[src/rtl/core/sprs_if.sv]
`timescale 1ns / 1ps
`default_nettype none
interface sprs_req_if;
   logic       valid;
   logic       ready;
   logic [1:0] kind;
   logic [7:0] char_value;
   logic       last;
   modport source (output valid, kind, char_value, last, input ready);
   modport sink   (input valid, kind, char_value, last, output ready);
endinterface

`default_nettype wire

[src/rtl/core/sprs_front.sv]
`timescale 1ns / 1ps
`default_nettype none
// Two-entry queue of words between the port and the search engine.
module sprs_front (
   input  wire logic  clock,
   input  wire logic  reset,
   sprs_req_if.sink   req,
   output logic       q_valid,
   input  wire logic  q_ready,
   output logic [1:0] q_kind,
   output logic [7:0] q_char,
   output logic       q_last
);
   logic [10:0] buf_ff [2];
   logic        rd_ff, wr_ff;
   logic [1:0]  cnt_ff;
   logic        push, pop;

   assign req.ready = (cnt_ff != 2'd2);
   assign push = req.valid && req.ready;
   assign q_valid = (cnt_ff != 2'd0);
   assign pop = q_valid && q_ready;
   assign {q_kind, q_char, q_last} = buf_ff[rd_ff];

   always_ff @(posedge clock) begin
      if (push) buf_ff[wr_ff] <= {req.kind, req.char_value, req.last};
      if (reset) begin
         rd_ff <= 1'b0;
         wr_ff <= 1'b0;
         cnt_ff <= 2'd0;
      end else begin
         if (push) wr_ff <= ~wr_ff;
         if (pop) rd_ff <= ~rd_ff;
         cnt_ff <= cnt_ff + {1'b0, push} - {1'b0, pop};
      end
   end
endmodule
`default_nettype wire

[src/flat_wrapper.sv]
// flat-port wrapper written by rule: the top's interface ports become plain ports
module sprs_front_flat 
  (clock, reset, q_valid, q_ready, q_kind, q_char, q_last, req_valid, req_kind, req_char_value, req_last, req_ready);
  sprs_req_if req_i ();
  input  wire logic clock;
  input  wire logic reset;
  output logic q_valid;
  input  wire logic q_ready;
  output logic [1:0] q_kind;
  output logic [7:0] q_char;
  output logic q_last;
  input wire logic [$bits(req_i.valid)-1:0] req_valid;
  input wire logic [$bits(req_i.kind)-1:0] req_kind;
  input wire logic [$bits(req_i.char_value)-1:0] req_char_value;
  input wire logic [$bits(req_i.last)-1:0] req_last;
  output wire logic [$bits(req_i.ready)-1:0] req_ready;
  assign req_i.valid = req_valid;
  assign req_i.kind = req_kind;
  assign req_i.char_value = req_char_value;
  assign req_i.last = req_last;
  assign req_ready = req_i.ready;
  sprs_front u_core (.clock(clock), .reset(reset), .req(req_i), .q_valid(q_valid), .q_ready(q_ready), .q_kind(q_kind), .q_char(q_char), .q_last(q_last));
endmodule
[config.mk]
export PLATFORM = sky130hd
export DESIGN_NAME = sprs_front_flat
export DESIGN_NICKNAME = d
export VERILOG_FILES = /design/src/rtl/core/sprs_if.sv /design/src/rtl/core/sprs_front.sv /design/src/flat_wrapper.sv
export SDC_FILE = /design/constraint.sdc
export NUM_CORES = 1
export LEC_CHECK = 0
export BUFFER_PORTS_ARGS = -buffer_cell sky130_fd_sc_hd__buf_2
export CAP_MARGIN = 30
export CORE_ASPECT_RATIO = 0.8
export CORE_MARGIN = 5
export CORE_UTILIZATION = 53
export CTS_CLUSTER_SIZE = 40
export DETAILED_ROUTE_END_ITERATION = 6
export GPL_TIMING_DRIVEN = 0
export PLACE_DENSITY = 0.84
export SYNTH_ARGS = -nofsm -noshare
export SYNTH_HDL_FRONTEND = slang
export SYNTH_SLANG_ARGS = --single-unit
[constraint.sdc]
create_clock -name clock -period 2.81 [get_ports clock]
set_input_delay 0.281 -clock clock [delete_from_list [all_inputs] [get_ports clock]]
set_output_delay 0.281 -clock clock [all_outputs]
set_load 0.05 [all_outputs]
# --- Yosys cells after proc, flatten, opt, wreduce, memory -nomap -nowiden ---
# Memories as Yosys holds them, arrays and structs flattened. A register that Yosys moved wholly into a read port is not among the register bits.
# Cells that the tools add are included.
op_classes:
  bitwise_logic: 2
  mux: 4
  reduce_logical: 3
  n_eq_ne: 1
  addsub: 2
op_table:
  columns: ["op", "count"]
  rows:
  - ["$mux W1", 4]
  - ["$add A2 B1 Y2", 1]
  - ["$logic_and A1 B1 Y1", 2]
  - ["$ne A2 B2 Y1 const B", 1]
  - ["$not A1 Y1", 2]
  - ["$reduce_bool A2 Y1", 1]
  - ["$sub A2 B1 Y2", 1]
totals:
  mem_bits_rw: 22
  out_inout_bits: 13
  reg_bits: 4
  inputBits: 15
  word_cells: 16
  n_memories: 1
mem_list:
  columns: ["memory", "words", "width", "read_ports", "rd_clocked_by_memory_dff", "write_ports", "line", "text"]
  rows:
  - ["u_core.buf_ff", 2, 11, 1, 1, 1, "sprs_front.sv:14", "logic [10:0] buf_ff [2];"]

# --- Logic depth before layout (Yosys ltp) ---
depth:
  depth_word: 4
  mapped_depth: 7
  depth_no_buf: 7

# --- Least setup slack after synthesis ---
# Ideal clock, no wire load.
synth_path:
  path_kind: "register -> register"
  startpoint: "reg u_core.cnt_ff[0]"
  endpoint: "mem u_core.buf_ff[0][0] (enable)"
  setup_slack_ns: 0.818
  path_stages_with_launch: 4
  path_buffers: 0
  period_less_slack_ns: 1.992
  arrival_ns: 1.613
  required_ns: 2.430
  setup_time_ns: 0.380
  cell_sequence: "dfxtp_1 -> nand2b_1 -> and2_4 -> nor2b_1"
synth_between:
  elab_chain_cells: 4
synth_rtl:
  columns: ["element", "line", "text"]
  rows:
  - ["start: declaration", "sprs_front.sv:16", "logic [1:0] cnt_ff;"]
  - ["start signal: assignment", "sprs_front.sv:34", "cnt_ff <= cnt_ff + {1'b0, push} - {1'b0, pop};"]
  - ["$ne A2 B2 Y1", "sprs_front.sv:19", "assign req.ready = (cnt_ff != 2'd2);"]
  - ["named net req_ready", "flat_wrapper.sv:16", "output wire logic [$bits(req_i.ready)-1:0] req_ready;"]
  - ["$logic_and A1 B1 Y1", "sprs_front.sv:20", "assign push = req.valid && req.ready;"]
  - ["named net u_core.push", "sprs_front.sv:17", "logic push, pop;"]
  - ["$mux W1", "sprs_front.sv:26", "if (push) buf_ff[wr_ff] <= {req.kind, req.char_value, req.last};"]
  - ["$mux W1 (implied by the code)", "sprs_front.sv:26", null]
  - ["end: declaration", "sprs_front.sv:14", null]
# The timed path passes the listed nets, and every way through them passes these cells.

==> impl_metrics.toml <==
[routing]
wl_met2_um = 811
route.top_layer_used = "met4"
dr.pass1.iters = 4
drt-total-wl_um = 1532
drc = 0
via_per_inst = 4.897
vias = 568
wl_met1_um = 604
drt_iter0_drc = 3
wire_per_inst_um = 13.21
wl_met3_um = 94
ant_nets = 0

[logic_synthesis]
syn_inst = 60
yosys_warnings = 0
ys_seq_area_share_pct = 74.06
syn-cell-area_um2 = 1027
synth_seq_cells = 27
syn-num-nets = 77
synth.avg_cell_area_um2 = 17.12
ys_types = 17

[sta]
period_share_pct = 64.08
clock_skew_ns = 0.007056
fin_crit_ns = 1.801
relSlewSlack_pct = 63.77
hold_viol_final = 0
maxSlewViolCount = 0
rsz0062_at_grt = "false"
max_freq_ghz = 0.5554
tns_ns = 0
finalSetupViolations = 0
tightestPinTransition_ns = 0.5424

[die]
dieHeight_um = 49.38
dieArea_um2 = 2924
die_w_um = 59.22
rows = 14
io_pins = 28
core_um2 = 1857
start_util_pct = 55.32

[placement]
io_buffers = 27
place_congestion = 0.6785
place_hpwl_um = 1152
place_inst = 111

[power_and_ir_drop]
power.density_nw_per_um2 = 1001
ir_worst_vdd_v = 0.0005340
power_leakage_nw = 0.4892

[clock_network]
cts_tree = "built"
htree_levels = 1
cts_resized = 0
clockBufferDepth = 2
cts-root-buf = "clkbuf_4"
cts.sink_count = 27
clkTransAtPathRegs_ns = 0.13
insertion_delay_ns = 0.31
post_cts_buffers = 0
ctsHoldBuffers = 0
cts_buffers = 3

[final_layout]
nNetsFinal = 110
drive_gt1_share_pct = 48.91
diodes = 0
layout_commonest_cell = "buf_2"
layout.cells.non_filler = 116
most-common-layout-cells = "28 x buf_2, 22 x edfxtp_1, 11 x mux2_2"
fillCellCount = 142
area_growth_pct = 19.37

[critical_path]
crit_path_end_kind = "output port"
critical_path_class = "flop to output port"
worstPathRequired_ns = 2.53
crit_fanout = 10
reg2reg_slack_ns = 1.08
critPathLaunchType = "flop"
arrival_ns = 1.52

[global_routing]
grt-ovfl-total = 0
antenna_found_initial = 0
grt_pass1_wl_um = 2415
grt_util_all_layers_pct = 11.40
grt_pass1_vias = 562
grt_max_degree = 15

[run]
maxCapViolations = 0

[outcome]
status = "completed"

[min_path]
min_path_type = "input pin to flop"
==> where the power goes <==
part	switching [mW]	internal, mW
sequential	0.0278	0.511
combinational	0.366	0.168
clock	0.0999	0.0553
==> cell type report <==
type | instances | area (µm²) | share of cell area [%]
Timing Repair Buffer | 28 | 142.6 | 11.63
Multi-Input combinational cell | 30 | 254.0 | 20.71
Inverter | 2 | 7.507 | 0.6122
Tap cell | 24 | 30.03 | 2.449
Buffer | 1 | 5.005 | 0.4082
Clock buffer | 4 | 26.28 | 2.143
Sequential cell | 27 | 760.7 | 62.04
==> through the flow <==
step | power (mW) | utilization [%] | area (µm²) | worst slack [ns] | hold WS (ns)
6_report | 1.228 | 66.04 | 1226 | 1.009 | 0.1524
2_1_floorplan | 0.9736 | - | 1027 | 0.8176 | 0.3526
3_5_place_dp | 1.083 | 64.22 | 1192 | 0.8962 | 0.4724
3_3_place_gp | 1.068 | 64.22 | 1192 | 0.9682 | 0.4693
5_1_grt | 1.288 | 66.04 | 1226 | 0.9272 | 0.1279
4_1_cts | 1.240 | 65.63 | 1219 | 0.8587 | 0.1386
==> flip-flops by register name (all words and copies together), names as in the netlist, named ones only <==
register and count:
u_core.cnt_ff 2, u_core.buf_ff 22, u_core.wr_ff 1, u_core.rd_ff 1
==> per-layer routing <==
| metal | vias up | global-route usage (%) |
|---|---|---|
| met5 | - | 0 |
| met4 | 0 | 5.660 |
| met3 | 2 | 2.910 |
| met2 | 14 | 20.18 |
| met1 | 269 | 12.18 |
| li1 | 283 | - |
==> synthesized netlist by cell type <==
| cell | number | area [µm²] |
|---|---|---|
| and2_4 | 1 | 8.760 |
| and3_1 | 1 | 6.260 |
| buf_2 | 1 | 5.000 |
| dfxtp_1 | 5 | 100.1 |
| edfxtp_1 | 22 | 660.6 |
| ha_1 | 2 | 25.02 |
| inv_1 | 2 | 7.510 |
| mux2_2 | 11 | 123.9 |
| nand2b_1 | 2 | 12.51 |
| nand3_1 | 1 | 5.000 |
| nor2_1 | 4 | 15.01 |
| nor2b_1 | 2 | 12.51 |
| o21a_1 | 1 | 7.510 |
| o21ai_1 | 1 | 5.000 |
| or2_2 | 1 | 6.260 |
| xnor2_1 | 2 | 17.52 |
| xor2_1 | 1 | 8.760 |
==> cell families (layout without fill, tap and decap cells) <==
logic type / Yosys count / in the layout / synth area share, %
flops: 27 / 27 / 74.06
simple gates: 12 / 12 / 6.455
mux: 11 / 11 / 12.06
xor+xnor: 3 / 3 / 2.558
buf+inv: 3 / 35 / 1.218
fa+ha+maj: 2 / 2 / 2.436
compound gates: 2 / 2 / 1.218
==> final timing paths <==
path / to / cells past startpoint / startpoint
worst min register to register: u_core.wr_ff / 2 / u_core.wr_ff
worst max register to register: u_core.buf_ff[0][6] / 4 / u_core.cnt_ff[0]
worst min-delay path: u_core.buf_ff[1][3] / 1 / req_char_value[2]
worst max-delay path: q_char[0] / 3 / flop
==> worst max-delay path: stages, from the launching register on <==
cell and delay [ns]:
dfxtp_1 0.37, buf_2 0.26, mux2_2 0.37, buf_2 0.21
No activity file was read; power rests on OpenSTA's default activity.
